<file path="src/rtl/sparse_column_metric_accumulator_macros.svh">
// assertion macros for the sparse column metric accumulator
`ifndef SPARSE_COLUMN_METRIC_ACCUMULATOR_MACROS_SVH
`define SPARSE_COLUMN_METRIC_ACCUMULATOR_MACROS_SVH
`ifndef SYNTHESIS
`define SCMA_ASSERT_SAME(label, clk, rst_n, ante, cons) \
    label: assert property (@(posedge clk) disable iff (!rst_n) (ante) |-> (cons)) \
        else $error("assertion failed: same-cycle check");
`define SCMA_ASSERT_NEXT(label, clk, rst_n, ante, cons) \
    label: assert property (@(posedge clk) disable iff (!rst_n) (ante) |=> (cons)) \
        else $error("assertion failed: next-cycle check");
`else
`define SCMA_ASSERT_SAME(label, clk, rst_n, ante, cons)
`define SCMA_ASSERT_NEXT(label, clk, rst_n, ante, cons)
`endif
`endif

</file>
<file path="src/rtl/scma_pkg.sv">
// shared types and constants for the sparse column metric accumulator
`default_nettype none
package scma_pkg;

    localparam int COLUMNS_DEF     = 4096;
    localparam int COUNT_WIDTH_DEF = 32;
    localparam int CFG_AW          = 5;

    // register indexes, byte address 4*i
    localparam logic [2:0] REG_ROW_COUNT    = 3'd0;
    localparam logic [2:0] REG_COL_COUNT    = 3'd1;
    localparam logic [2:0] REG_ENTRY_TOTAL  = 3'd2;
    localparam logic [2:0] REG_FEATURE_ROWS = 3'd3;
    localparam logic [2:0] REG_SUBSET_FIRST = 3'd4;
    localparam logic [2:0] REG_SUBSET_LAST  = 3'd5;

    typedef enum logic [2:0] {
        ERR_NONE       = 3'd0,
        ERR_BAD        = 3'd1,
        ERR_ORDER      = 3'd2,
        ERR_TOTAL_OVF  = 3'd3,
        ERR_SUBSET_OVF = 3'd4,
        ERR_TOO_MANY   = 3'd5
    } err_t;

    // checks done on the accept cycle, consumed on the update cycle
    typedef struct packed {
        logic is_read;
        logic col_ok;
        logic too_many;
        logic bad;
        logic order_err;
        logic feature;
        logic in_sub;
    } chk_t;

endpackage
`default_nettype wire

</file>
<file path="src/rtl/scma_check.sv">
// entry checks and item capture on the accept cycle
`default_nettype none
module scma_check
    import scma_pkg::*;
#(
    parameter int COLUMNS = COLUMNS_DEF,
    parameter int AW      = (COLUMNS > 1) ? $clog2(COLUMNS) : 1
) (
    input  wire logic          clk,
    input  wire logic          capture,
    input  wire logic          mode,
    input  wire logic [31:0]   row_index,
    input  wire logic [15:0]   col_index,
    input  wire logic [31:0]   entry_value,
    input  wire logic [31:0]   row_count,
    input  wire logic [12:0]   col_count,
    input  wire logic [31:0]   entry_total,
    input  wire logic [31:0]   feature_rows,
    input  wire logic [31:0]   subset_first,
    input  wire logic [31:0]   subset_last,
    input  wire logic [31:0]   last_row,
    input  wire logic [15:0]   last_col,
    input  wire logic [31:0]   entries_seen,
    output logic [AW-1:0]      addr,
    output chk_t               chk_reg,
    output logic [31:0]        row_reg,
    output logic [15:0]        col_reg,
    output logic [31:0]        val_reg
);

    chk_t          chk_next;
    logic          col_ok;
    logic [AW-1:0] addr_next;

    assign col_ok = (col_index != 16'd0)
                 && ({3'b000, col_count} >= col_index)
                 && ({16'd0, col_index} <= 32'(COLUMNS));

    assign addr_next = AW'({16'd0, col_index} - 32'd1);
    // read address goes straight to the ram on the accept cycle
    assign addr = addr_next;

    always_comb
    begin
        chk_next.is_read   = mode;
        chk_next.col_ok    = col_ok;
        chk_next.too_many  = entries_seen >= entry_total;
        chk_next.bad       = (row_index == 32'd0) || (row_index > row_count)
                          || !col_ok || (entry_value == 32'd0);
        chk_next.order_err = (entries_seen != 32'd0)
                          && ((col_index < last_col)
                           || ((col_index == last_col) && (row_index <= last_row)));
        chk_next.feature   = row_index <= feature_rows;
        chk_next.in_sub    = (row_index >= subset_first) && (row_index <= subset_last);
    end

    always_ff @(posedge clk)
    begin
        if (capture)
        begin
            chk_reg <= chk_next;
            row_reg <= row_index;
            col_reg <= col_index;
            val_reg <= entry_value;
        end
    end

endmodule
`default_nettype wire

</file>
<file path="config.mk">
export PLATFORM = sky130hd
export DESIGN_NAME = scma_check
export DESIGN_NICKNAME = d
export VERILOG_FILES = /design/src/rtl/sparse_column_metric_accumulator_macros.svh /design/src/rtl/scma_pkg.sv /design/src/rtl/scma_check.sv
export SDC_FILE = /design/constraint.sdc
export NUM_CORES = 1
export LEC_CHECK = 0
export ABC_AREA = 1
export BUFFER_PORTS_ARGS = -buffer_cell sky130_fd_sc_hd__clkbuf_2
export CORE_UTILIZATION = 30
export DETAILED_ROUTE_END_ITERATION = 10
export PLACE_DENSITY = 0.66
export SLEW_MARGIN = 5
export SYNTH_ARGS = -nofsm -noshare
export SYNTH_HDL_FRONTEND = slang
export SYNTH_SLANG_ARGS = --single-unit
</file>
<file path="constraint.sdc">
create_clock -name clk -period 1.3 [get_ports clk]
set_input_delay 0.13 -clock clk [delete_from_list [all_inputs] [get_ports clk]]
set_output_delay 0.13 -clock clk [all_outputs]
set_load 0.05 [all_outputs]
</file>
### Word-level counts from Yosys, hierarchy flattened

Cells that the tools add are included.

* flip-flop bits (word level): 87
* bits of input ports: 336
* output and inout bits: 99
* logic and storage cells: 35

* $add $sub $neg: 1
* order comparisons: 9
* equal/unequal tests: 1
* reductions and logical operators: 14

Operators with widths (count)
* $le A32 B32 Y1: 3
* $ge A32 B32 Y1: 2
* $logic_not A32 Y1: 2
* $gt A32 B32 Y1: 1
* $reduce_bool A32 Y1: 1
* $eq A16 B16 Y1: 1
* $ge A13 B16 Y1: 1
* $le A16 B13 Y1 const B: 1
* $lt A16 B16 Y1: 1
* $reduce_bool A16 Y1: 1
* $sub A12 B1 Y12 const B: 1
* $logic_and A1 B1 Y1: 5
* $logic_or A1 B1 Y1: 4
* $logic_not A1 Y1: 1

### Logic depth before layout (Yosys ltp)

* depth after elaboration: 6
* depth in mapped cells: 16
* mapped depth without buffers: 16

### Worst setup path after synthesis

No wires, ideal clock.

* kind: input -> output
* from: input col_index[0]
* to: output addr[10]
* data arrival time: 2.014 ns
* data required time: 1.170 ns
* slack: -0.844 ns
* cell stages on the path: 6
* path buffers: 0
* cell sequence: inv_1 > ha_1 > nand3_1 > nor3_2 > nand3_1 > xor2_1

* word-level cells in the longest chain between the ends: 1

Ends and longest elaborated chain
* start: declaration: RTL line scma_check.sv:13 `input wire logic [15:0] col_index,`
* $sub A12 B1 Y12: RTL line scma_check.sv:39 `assign addr_next = AW'({16'd0, col_index} - 32'd1);`
* end: declaration: RTL line scma_check.sv:24 `output logic [AW-1:0] addr,`

Every way passes these cells.

### Worst setup path after layout

* from: input col_index[1]
* to: output addr[11]

The elaborated chain is that of the path after synthesis.

==> results.py <==
metrics = {
    "synth": {
        "ys_seq_elements": 87,
        "synthCells": 1056,
        "synth_warnings": 0,
        "synth.yosys.seq_area_share": 0.298,
        "syn_area_sq_mm": 0.00876,
        "syn-num-nets": 1614,
        "postSynthAreaPerCell_sq_um": 8.30,
        "synth_cell_types": 31,
    },
    "worst_setup_path": {
        "arrival_ps": 1380,
        "worstSetupStartpointType": "input pin",
        "endpoint_kind": "output pin",
        "path_class": "in2out",
        "worst-path-max-fanout": 4,
        "crit_required_ps": 1170,
    },
    "global_routing": {
        "grt_max_degree": 39,
        "grt_pass1_vias": 9821,
        "antenna_found_initial": 0,
        "grt_util_all_layers": 0.216,
        "grt_first_pass_wirelength_um": 50300,
        "grt-ovfl-total": 0,
    },
    "route": {
        "drc": 0,
        "via_count": 9658,
        "ant_nets": 0,
        "first_iter_violations": 420,
        "drtPass1Iterations": 5,
        "via_per_inst": 4.63,
        "routed_wl_um": 32900,
        "wl_per_cell_um": 15.8,
    },
    "floorplanning": {
        "die-area_sq_mm": 0.0299,
        "die_h_um": 173,
        "initial_utilization": 0.305,
        "die_w_um": 173,
        "rows": 62,
        "core-area_sq_mm": 0.0287,
        "ios": 435,
    },
    "sta": {
        "slew_headroom": 0.755,
        "grt_setup_unrepaired": "true",
        "hold_violations": 0,
        "fin_ws_ps": -210,
        "tightest_slew_ps": 365,
        "timing.final.crit_period_ps": 1510,
        "finalCritPeriodShare": 1.16,
        "finalSetupViolCount": 9,
        "slew_violations": 0,
        "max_freq_mhz": 662,
    },
    "clocking": {
        "cts-root-buf": "clkbuf_16",
        "cts_tree": "built",
        "numCtsBuffers": 9,
        "cts.sinks": 87,
        "cts_buffer_depth": 2,
        "h-tree-depth": 3,
        "clk_pin_slew_ps": 80,
    },
    "power_and_ir_drop": {
        "ir_worst_vdd_uv": 578,
        "power_density_mw_per_mm2": 730,
        "total_power_mw": 10.6,
        "leakage_nw": 7.94,
    },
    "min_path": {
        "hold_class": "in2reg",
        "holdPathEnd": "row_reg[27]$_DFFE_PP_",
        "min_from": "row_index[27]",
        "hold_depth": 1,
    },
    "final_layout": {
        "drive_gt1_frac": 0.424,
        "syn_to_final_growth_pct": 65.1,
        "fin_nets": 2254,
        "final_core_util": 0.504,
        "antenna_cells": 0,
    },
    "placement": {
        "gp_congestion": 0.932,
        "dp_slack_ps": -680,
        "port_buffers": 434,
        "post-dp-hpwl_um": 27400,
    },
    "outcome": {
        "violations": "setup timing",
        "outcome": "complete, but fails checks",
    },
    "flow_run": {
        "drv_cap": 0,
    },
}
-- cell type report --
cell class              count  area [sq um]
multi-input cells         705          5990
clock inverters             7          73.8
inverters                 264          1000
well taps                 384           480
flip-flops and latches     87          2610
repair buffers            629          4080
fillers                  2710         14200
clock buffers               9           225
-- synth_stat cells (all sizes together) --
master / instances / area share
a211oi: 1 / 0.00086
nor3b: 1 / 0.00086
nor2: 50 / 0.024
o211ai: 4 / 0.0034
nand4: 28 / 0.020
ha: 222 / 0.32
xor2: 10 / 0.010
o21a: 6 / 0.0051
inv: 264 / 0.11
a21oi: 108 / 0.062
o21bai: 1 / 0.00086
o221ai: 1 / 0.0010
nand3: 24 / 0.014
nand2: 157 / 0.068
a31oi: 1 / 0.00071
a21o: 4 / 0.0034
a21boi: 1 / 0.00086
nor4: 31 / 0.022
nand3b: 3 / 0.0026
edfxtp: 87 / 0.30
o21ai: 35 / 0.020
or2: 1 / 0.0010
nor3: 16 / 0.012
-- power by group --
| part | leakage, nW | total [mW] | switching (mW) | internal, mW |
|---|---|---|---|---|
| Combinational | 6.95 | 4.47 | 2.65 | 1.82 |
| Sequential | 0.851 | 3.40 | 0.0615 | 3.34 |
| Clock | 0.141 | 2.70 | 1.34 | 1.36 |
-- critical path, stage by stage --
cell       delay [ps]
clkbuf_16         130
nor2_4             80
inv_2              50
nor2_4            120
inv_2              50
nor2_4            150
nand3_4           110
nor3_4            200
xor2_4            180
buf_8             160
-- cell usage in the layout (no fill, tap or decap), types with 9 or more instances in the layout --
master and n:
nand2_2 11, clkbuf_2 402, a21oi_1 98, nand3_1 14, ha_1 192, nand2_1 141
nand4_1 28, a21oi_2 10, o21ai_0 26, clkbuf_16 10, nor3_1 10, edfxtp_1 87
nor2_1 34, buf_12 10, buf_4 142, nor4_1 24, dlygate4sd3_1 39, nor2_4 9
buf_6 14, inv_1 255, ha_4 30
-- kinds of logic after synthesis --
family | count (synthesis) | share of synthesized area
adder cells (fa/ha/maj) | 222 | 0.317
XOR/XNOR | 10 | 0.00999
AO/OA/AOI/OAI | 162 | 0.0984
buffers and inverters | 264 | 0.113
flip-flops | 87 | 0.298
AND/OR/NAND/NOR | 311 | 0.164
-- metrics by stage --
step	std cells	setup TNS [ps]	area (sq um)	hold slack [ps]
2_1_floorplan	1056	-1500	8940	229
3_3_place_gp	2014	-4250	12800	314
3_5_place_dp	2014	-4480	12800	318
4_1_cts	2076	-1270	14100	7.14
5_1_grt	2085	-1790	14500	8.08
6_report	2085	-1050	14500	20.5
-- how the worst max path moves through the flow --
stage,slack (ps),endpoint,startpoint
after global routing,-280,addr[11],col_index[1]
after detailed placement,-680,chk_reg[3]$_DFFE_PP_,row_index[31]
final,-210,addr[11],col_index[1]
after CTS,-230,addr[11],col_index[2]
after floorplan,-310,addr[10],col_index[0]
after global placement,-570,chk_reg[0]$_DFFE_PP_,row_index[0]
-- what timing repair did --
action                                  4_1_cts  5_1_grt
pin swaps                                    50       25
endpoints found under the setup margin       13       14
setup buffers                                 8       10
hold endpoints to repair                     39        0
gates resized for setup                     108       66
hold buffers                                 39        0
-- metal layers --
layer,track usage,up-vias,part of all wire
met2,0.404,314,0.52
met4,0.0583,0,0.018
li1,-,4849,-
met5,0,-,0
met1,0.258,4459,0.42
met3,0.0275,36,0.046
Power figures use the tool's default switching activity.
