===== src/rtl/sparse_column_metric_accumulator_macros.svh =====
// assertion macros for the sparse column metric accumulator
`ifndef SPARSE_COLUMN_METRIC_ACCUMULATOR_MACROS_SVH
`define SPARSE_COLUMN_METRIC_ACCUMULATOR_MACROS_SVH
`ifndef SYNTHESIS
`define SCMA_ASSERT_SAME(label, clk, rst_n, ante, cons) \
    label: assert property (@(posedge clk) disable iff (!rst_n) (ante) |-> (cons)) \
        else $error("assertion failed: same-cycle check");
`define SCMA_ASSERT_NEXT(label, clk, rst_n, ante, cons) \
    label: assert property (@(posedge clk) disable iff (!rst_n) (ante) |=> (cons)) \
        else $error("assertion failed: next-cycle check");
`else
`define SCMA_ASSERT_SAME(label, clk, rst_n, ante, cons)
`define SCMA_ASSERT_NEXT(label, clk, rst_n, ante, cons)
`endif
`endif


===== src/rtl/scma_pkg.sv =====
// shared types and constants for the sparse column metric accumulator
`default_nettype none
package scma_pkg;

    localparam int COLUMNS_DEF     = 4096;
    localparam int COUNT_WIDTH_DEF = 32;
    localparam int CFG_AW          = 5;

    // register indexes, byte address 4*i
    localparam logic [2:0] REG_ROW_COUNT    = 3'd0;
    localparam logic [2:0] REG_COL_COUNT    = 3'd1;
    localparam logic [2:0] REG_ENTRY_TOTAL  = 3'd2;
    localparam logic [2:0] REG_FEATURE_ROWS = 3'd3;
    localparam logic [2:0] REG_SUBSET_FIRST = 3'd4;
    localparam logic [2:0] REG_SUBSET_LAST  = 3'd5;

    typedef enum logic [2:0] {
        ERR_NONE       = 3'd0,
        ERR_BAD        = 3'd1,
        ERR_ORDER      = 3'd2,
        ERR_TOTAL_OVF  = 3'd3,
        ERR_SUBSET_OVF = 3'd4,
        ERR_TOO_MANY   = 3'd5
    } err_t;

    // checks done on the accept cycle, consumed on the update cycle
    typedef struct packed {
        logic is_read;
        logic col_ok;
        logic too_many;
        logic bad;
        logic order_err;
        logic feature;
        logic in_sub;
    } chk_t;

endpackage
`default_nettype wire


===== src/rtl/scma_update.sv =====
// read-modify-write decision for one item, from the ram word and the checks
`default_nettype none
module scma_update
    import scma_pkg::*;
#(
    parameter int COUNT_WIDTH = COUNT_WIDTH_DEF,
    parameter int SUM_W       = ((COUNT_WIDTH > 32) ? COUNT_WIDTH : 32) + 1
) (
    input  wire logic [3*COUNT_WIDTH-1:0] rdata,
    input  wire chk_t                     chk,
    input  wire logic [31:0]              val,
    input  wire err_t                     err_cur,
    output err_t                          err_new,
    output logic                          store_we,
    output logic                          pos_update,
    output logic [3*COUNT_WIDTH-1:0]      wdata,
    output logic [31:0]                   total_out,
    output logic [31:0]                   hit_out,
    output logic [31:0]                   subset_out
);

    logic [COUNT_WIDTH-1:0] total_q;
    logic [COUNT_WIDTH-1:0] hit_q;
    logic [COUNT_WIDTH-1:0] sub_q;
    logic [SUM_W-1:0]       total_sum;
    logic [SUM_W-1:0]       sub_sum;
    logic                   total_ovf;
    logic                   sub_ovf;

    assign total_q = rdata[3*COUNT_WIDTH-1:2*COUNT_WIDTH];
    assign hit_q   = rdata[2*COUNT_WIDTH-1:COUNT_WIDTH];
    assign sub_q   = rdata[COUNT_WIDTH-1:0];

    assign total_sum = SUM_W'(total_q) + SUM_W'(val);
    assign sub_sum   = SUM_W'(sub_q) + SUM_W'(val);
    // overflow when any bit above the counter width is set
    assign total_ovf = |total_sum[SUM_W-1:COUNT_WIDTH];
    assign sub_ovf   = |sub_sum[SUM_W-1:COUNT_WIDTH];

    assign wdata = {total_sum[COUNT_WIDTH-1:0],
                    hit_q + COUNT_WIDTH'(1),
                    chk.in_sub ? sub_sum[COUNT_WIDTH-1:0] : sub_q};

    assign total_out  = (chk.is_read && chk.col_ok) ? 32'(total_q) : 32'd0;
    assign hit_out    = (chk.is_read && chk.col_ok) ? 32'(hit_q)   : 32'd0;
    assign subset_out = (chk.is_read && chk.col_ok) ? 32'(sub_q)   : 32'd0;

    always_comb
    begin
        err_new    = err_cur;
        store_we   = 1'b0;
        pos_update = 1'b0;
        if (!chk.is_read && (err_cur == ERR_NONE))
        begin
            if (chk.too_many)
            begin
                err_new = ERR_TOO_MANY;
            end
            else if (chk.bad)
            begin
                err_new = ERR_BAD;
            end
            else if (chk.order_err)
            begin
                err_new = ERR_ORDER;
            end
            else if (chk.feature)
            begin
                if (total_ovf)
                begin
                    err_new = ERR_TOTAL_OVF;
                end
                else if (chk.in_sub && sub_ovf)
                begin
                    err_new = ERR_SUBSET_OVF;
                end
                else
                begin
                    store_we   = 1'b1;
                    pos_update = 1'b1;
                end
            end
            else
            begin
                pos_update = 1'b1;
            end
        end
    end

endmodule
`default_nettype wire


===== config.mk =====
export PLATFORM = sky130hd
export DESIGN_NAME = scma_update
export DESIGN_NICKNAME = d
export VERILOG_FILES = /design/src/rtl/sparse_column_metric_accumulator_macros.svh /design/src/rtl/scma_pkg.sv /design/src/rtl/scma_update.sv
export SDC_FILE = /design/constraint.sdc
export NUM_CORES = 1
export LEC_CHECK = 0
export BUFFER_PORTS_ARGS = -buffer_cell sky130_fd_sc_hd__buf_2
export CORE_AREA = 2 2 130 132
export DETAILED_ROUTE_END_ITERATION = 8
export DIE_AREA = 0 0 132 134
export SETUP_SLACK_MARGIN = 0.1
export SYNTH_ARGS = -nofsm -noshare
export SYNTH_HDL_FRONTEND = slang
export SYNTH_SLANG_ARGS = --single-unit

===== constraint.sdc =====
create_clock -name vclk -period 2.6
set_input_delay 0.26 -clock vclk [all_inputs]
set_output_delay 0.26 -clock vclk [all_outputs]
set_load 0.01 [all_outputs]

# After elaboration in Yosys (flattened, before gate mapping)
# Cells that the tools add are included.
[totals] ff_bits=0 input_bits=138 output_inout_bits=197 wordCells=31
[op_classes] add_sub_neg=3 n_mux=23 n_reduce_logical=5
[op_table] cell="2-to-1 mux 32 bit" count=4
[op_table] cell="adder 32 x 32 -> 33 bit" count=2
[op_table] cell="adder 32 x 1 -> 32 bit, second input constant" count=1
[op_table] cell="2-to-1 mux 3 bit" count=7
[op_table] cell="2-to-1 mux 1 bit" count=12
[op_table] cell="logical AND 1 bit" count=3
[op_table] cell="zero test 3 bit" count=1
[op_table] cell="zero test 1 bit" count=1

# Depth between registers and ports, before layout
[logic_depth] ltp_word=9 ltp_mapped=10

# Worst setup path after synthesis
# OpenSTA, ideal clock, no wires.
[synth_timing] path_kind="input -> output" startpoint="input rdata[0]" endpoint="output wdata[26]" t_arrival_ns=2.447 t_required_ns=2.340 path_slack_ns=-0.107 path_stages=10 n_path_buf=0 cell_sequence="ha_1 fa_1 a211oi_2 o21ai_2 a21o_1 o211ai_2 a2111o_1 a21boi_1 o21a_1 o31ai_1"
[synth_via] elab_chain_len=2
[synth_rtl] item="from (decl)" line_no="scma_update.sv:9" source="input wire logic [3*COUNT_WIDTH-1:0] rdata,"
[synth_rtl] item="adder 32 x 32 -> 33 bit" line_no="scma_update.sv:35" source="assign sub_sum = SUM_W'(sub_q) + SUM_W'(val);"
[synth_rtl] item="2-to-1 mux 32 bit" line_no="scma_update.sv:42" source="chk.in_sub ? sub_sum[COUNT_WIDTH-1:0] : sub_q};"
[synth_rtl] item="to (decl)" line_no="scma_update.sv:16" source="output logic [3*COUNT_WIDTH-1:0] wdata,"
# Every way passes these cells.

# Worst setup path in the final report
[layout_timing] startpoint="input val[0]" endpoint="output err_new[2]"
[layout_via] elab_chain_len=9 elab_cells_between_ends=10 cone_classes="add/sub (2); mux (7); reduce/logical (1)"
[layout_rtl] item="from (decl)" line_no="scma_update.sv:11" source="input wire logic [31:0] val,"
[layout_rtl] item="adder 32 x 32 -> 33 bit" line_no="scma_update.sv:35"
[layout_rtl] item="logical AND 1 bit" line_no="scma_update.sv:73" source="else if (chk.in_sub && sub_ovf)"
[layout_rtl] item="2-to-1 mux 3 bit" line_no="scma_update.sv:73"
[layout_rtl] item="2-to-1 mux 3 bit (*)" line_no="scma_update.sv:69" source="if (total_ovf)"
[layout_rtl] item="2-to-1 mux 3 bit (*)" line_no="scma_update.sv:67" source="else if (chk.feature)"
[layout_rtl] item="2-to-1 mux 3 bit (*)" line_no="scma_update.sv:63" source="else if (chk.order_err)"
[layout_rtl] item="2-to-1 mux 3 bit (*)" line_no="scma_update.sv:59" source="else if (chk.bad)"
[layout_rtl] item="2-to-1 mux 3 bit (*)" line_no="scma_update.sv:55" source="if (chk.too_many)"
[layout_rtl] item="2-to-1 mux 3 bit (*)" line_no="scma_update.sv:53" source="if (!chk.is_read && (err_cur == ERR_NONE))"
[layout_rtl] item="to (decl)" line_no="scma_update.sv:13" source="output err_t err_new,"
# Mark *: on every way between the ends. The rest lies on a longest branch, timed or not.

==> impl_metrics.tcl <==
set metrics [dict create \
    via_per_inst 5.19 \
    rsz0062_at_grt "true" \
    synth.top_cell.area_share_pct 16.2 \
    p_per_area_mw_per_mm2 258 \
    grt_overflow 0 \
    cap_violations 0 \
    ys_warn_count 0 \
    worst-path-max-fanout 3 \
    cp.required_ns 2.34 \
    die-area_sq_mm 0.0177 \
    drv_slew 0 \
    layout.nets 1417 \
    worstMarginPinSlew_ns 0.735 \
    dp_hpwl_um 18400 \
    grt_util_all_layers_pct 23.3 \
    synthTopCellsByCount "106 x and3_1, 65 x ha_1, 55 x a21oi_1" \
    syn_avg_cell_area_sq_um 6.99 \
    start_util_pct 30.9 \
    fp.dieW_um 132 \
    grt_max_degree 97 \
    max_freq_ghz 0.336 \
    via_count 7428 \
    nFillCells 1476 \
    yosys.area.top_type "ha_1" \
    regArea_sq_um 0 \
    port-buffer-count 335 \
    syn-num-nets 924 \
    drive_gt1_share_pct 56.4 \
    outcome "finished with violations" \
    area_growth_pct 90.8 \
    synthMostInstantiatedCell "and3_1" \
    fin_util_pct 58.9 \
    slowest_stage "fa_2" \
    wire_per_inst_um 16.3 \
    synthDistinctLibCells 77 \
    hold_violations 0 \
    place.gp.congestion 0.905 \
    drtIter0Drc 281 \
    hold_path.class "primary input to output pin" \
    seq_cells 0 \
    period_share_pct 114 \
    crit_arrival_ns 2.71 \
    startpoint_type "primary input" \
    synthTopCellsByArea "ha_1 16%, and3_1 13%, xnor2_1 8.9%, a21oi_1 5.5%, mux2_2 4.0%" \
    grt_pass1_vias 6996 \
    fp.dieH_um 134 \
    yosysSeqAreaShare_pct 0 \
    io_pins 335 \
    grt_pass1_wl_um 34400 \
    slew_headroom_pct 51.0 \
    dp_cells 1394 \
    cp-end-kind "output pin" \
    synth_area_sq_mm 0.00503 \
    p_leak_uw 0.00504 \
    max_stage_delay_ns 0.38 \
    first_pass_iters 7 \
    fin_crit_ns 2.97 \
    ant_nets 0 \
    antenna_found_initial 1 \
    criticalPathCategory "primary input to output pin" \
    drc 0 \
    coreArea_sq_mm 0.0163 \
    setup_viol 41 \
    crit_chain "buf_8, ha_4, fa_2, a211oi_4, o21ai_2, a21o_1, o211ai_4, buf_4, o21a_4, or3b_4, a21oi_4, a311o_1, buf_2" \
    synth_cells 719 \
    n_clock_buffer 0 \
    setup_ws_ns -0.375 \
    violations "negative setup slack" \
    routed_wl_um 23300 \
    rows 47 \
    vdd_drop_max_uv 131 \
    final_cells 1431 \
]
-- critical path: cells and delay by family --
family | cells | cell delay [ns]
AOI/OAI and AO/OA | 7 | 1.37
adders and majority gates | 2 | 0.55
buffers and inverters | 3 | 0.41
and+or+nand+nor | 1 | 0.14
-- final cells by class --
class                      count  area [sq um]  share of cell area, %
tap                          220           275                   2.87
antenna                        1          2.50                 0.0261
inverter                      29           111                   1.16
timing repair buffer         521          3400                   35.4
multi-input combinational    660          5810                   60.5
-- metrics by stage --
step	hold slack (ns)	cell area (sq um)	setup slack [ns]	setup TNS [ns]	total power, uW
after floorplan	0.564	5140	-0.0210	-0.0210	1070
after detailed placement	0.802	8110	-0.511	-11.53	1970
after CTS	0.802	9010	-0.452	-6.53	2250
after global routing	0.833	9590	-0.488	-11.86	2660
final	0.800	9590	-0.375	-8.86	2470
after global placement	0.793	8110	-0.507	-11.31	1950
-- logic make-up after synthesis --
kind of cell             Yosys count  synth area share [%]
AND/OR/NAND/NOR                  286                  31.1
buffers and inverters             59                  4.50
AO/OA/AOI/OAI                    217                  30.8
XOR/XNOR                          72                  12.5
adder cells (fa/ha/maj)           67                  17.0
multiplexers                      18                  4.03
-- layer usage --
metal  GRT usage [%]  vias up  routed length (um)
li1                -     3693                   -
met1            27.9     3424                9470
met2            45.4      281               12000
met3            1.55       30                1300
met4            5.13        0                 562
met5               0        -                   0
-- layout by cell type (no fill, tap or decap), drive strengths merged, types with 3 or more instances in the layout --
master	netlist	layout
buf	2	521
and3	108	108
ha	65	65
a21oi	58	58
nand2	52	52
xnor2	51	51
nor2	45	45
o21ai	44	44
inv	28	28
a21o	22	22
nand3	22	22
xor2	21	21
mux2	18	18
nor3	15	15
o21a	13	13
o211ai	9	9
a211oi	9	9
nand4	8	8
nor2b	7	7
a31oi	7	7
o21bai	7	7
nand2b	6	6
o31ai	6	6
a21boi	5	5
o31a	4	4
a31o	4	4
or4	4	4
o2111ai	4	4
or3	4	4
a2111oi	3	3
and2	3	3
-- final timing paths --
| kind | from | endpoint | slack, ns | cells past startpoint |
|---|---|---|---|---|
| hold / removal | rdata[32] | wdata[32] | 0.80 | 3 |
| setup / recovery | val[0] | err_new[2] | -0.37 | 13 |
-- timing repair --
action,4_1_cts,5_1_grt
endpoints found under the hold margin,0,0
endpoints found under the setup margin,47,48
pin swaps,76,77
resized for setup,146,90
buffers inserted,20,20
hold buffers,0,0
gates cloned,0,0
-- power by group --
| part | internal (uW) | total [uW] | switching (uW) | leakage [uW] |
|---|---|---|---|---|
| clock | 0.0000516 | 0.0000516 | 0 | 0.00000000634 |
| combinational | 1260 | 2470 | 1210 | 0.00504 |
| sequential | 0 | 0 | 0 | 0 |
| total | 1260 | 2470 | 1210 | 0.00504 |
(Power assumes the default switching activity.)
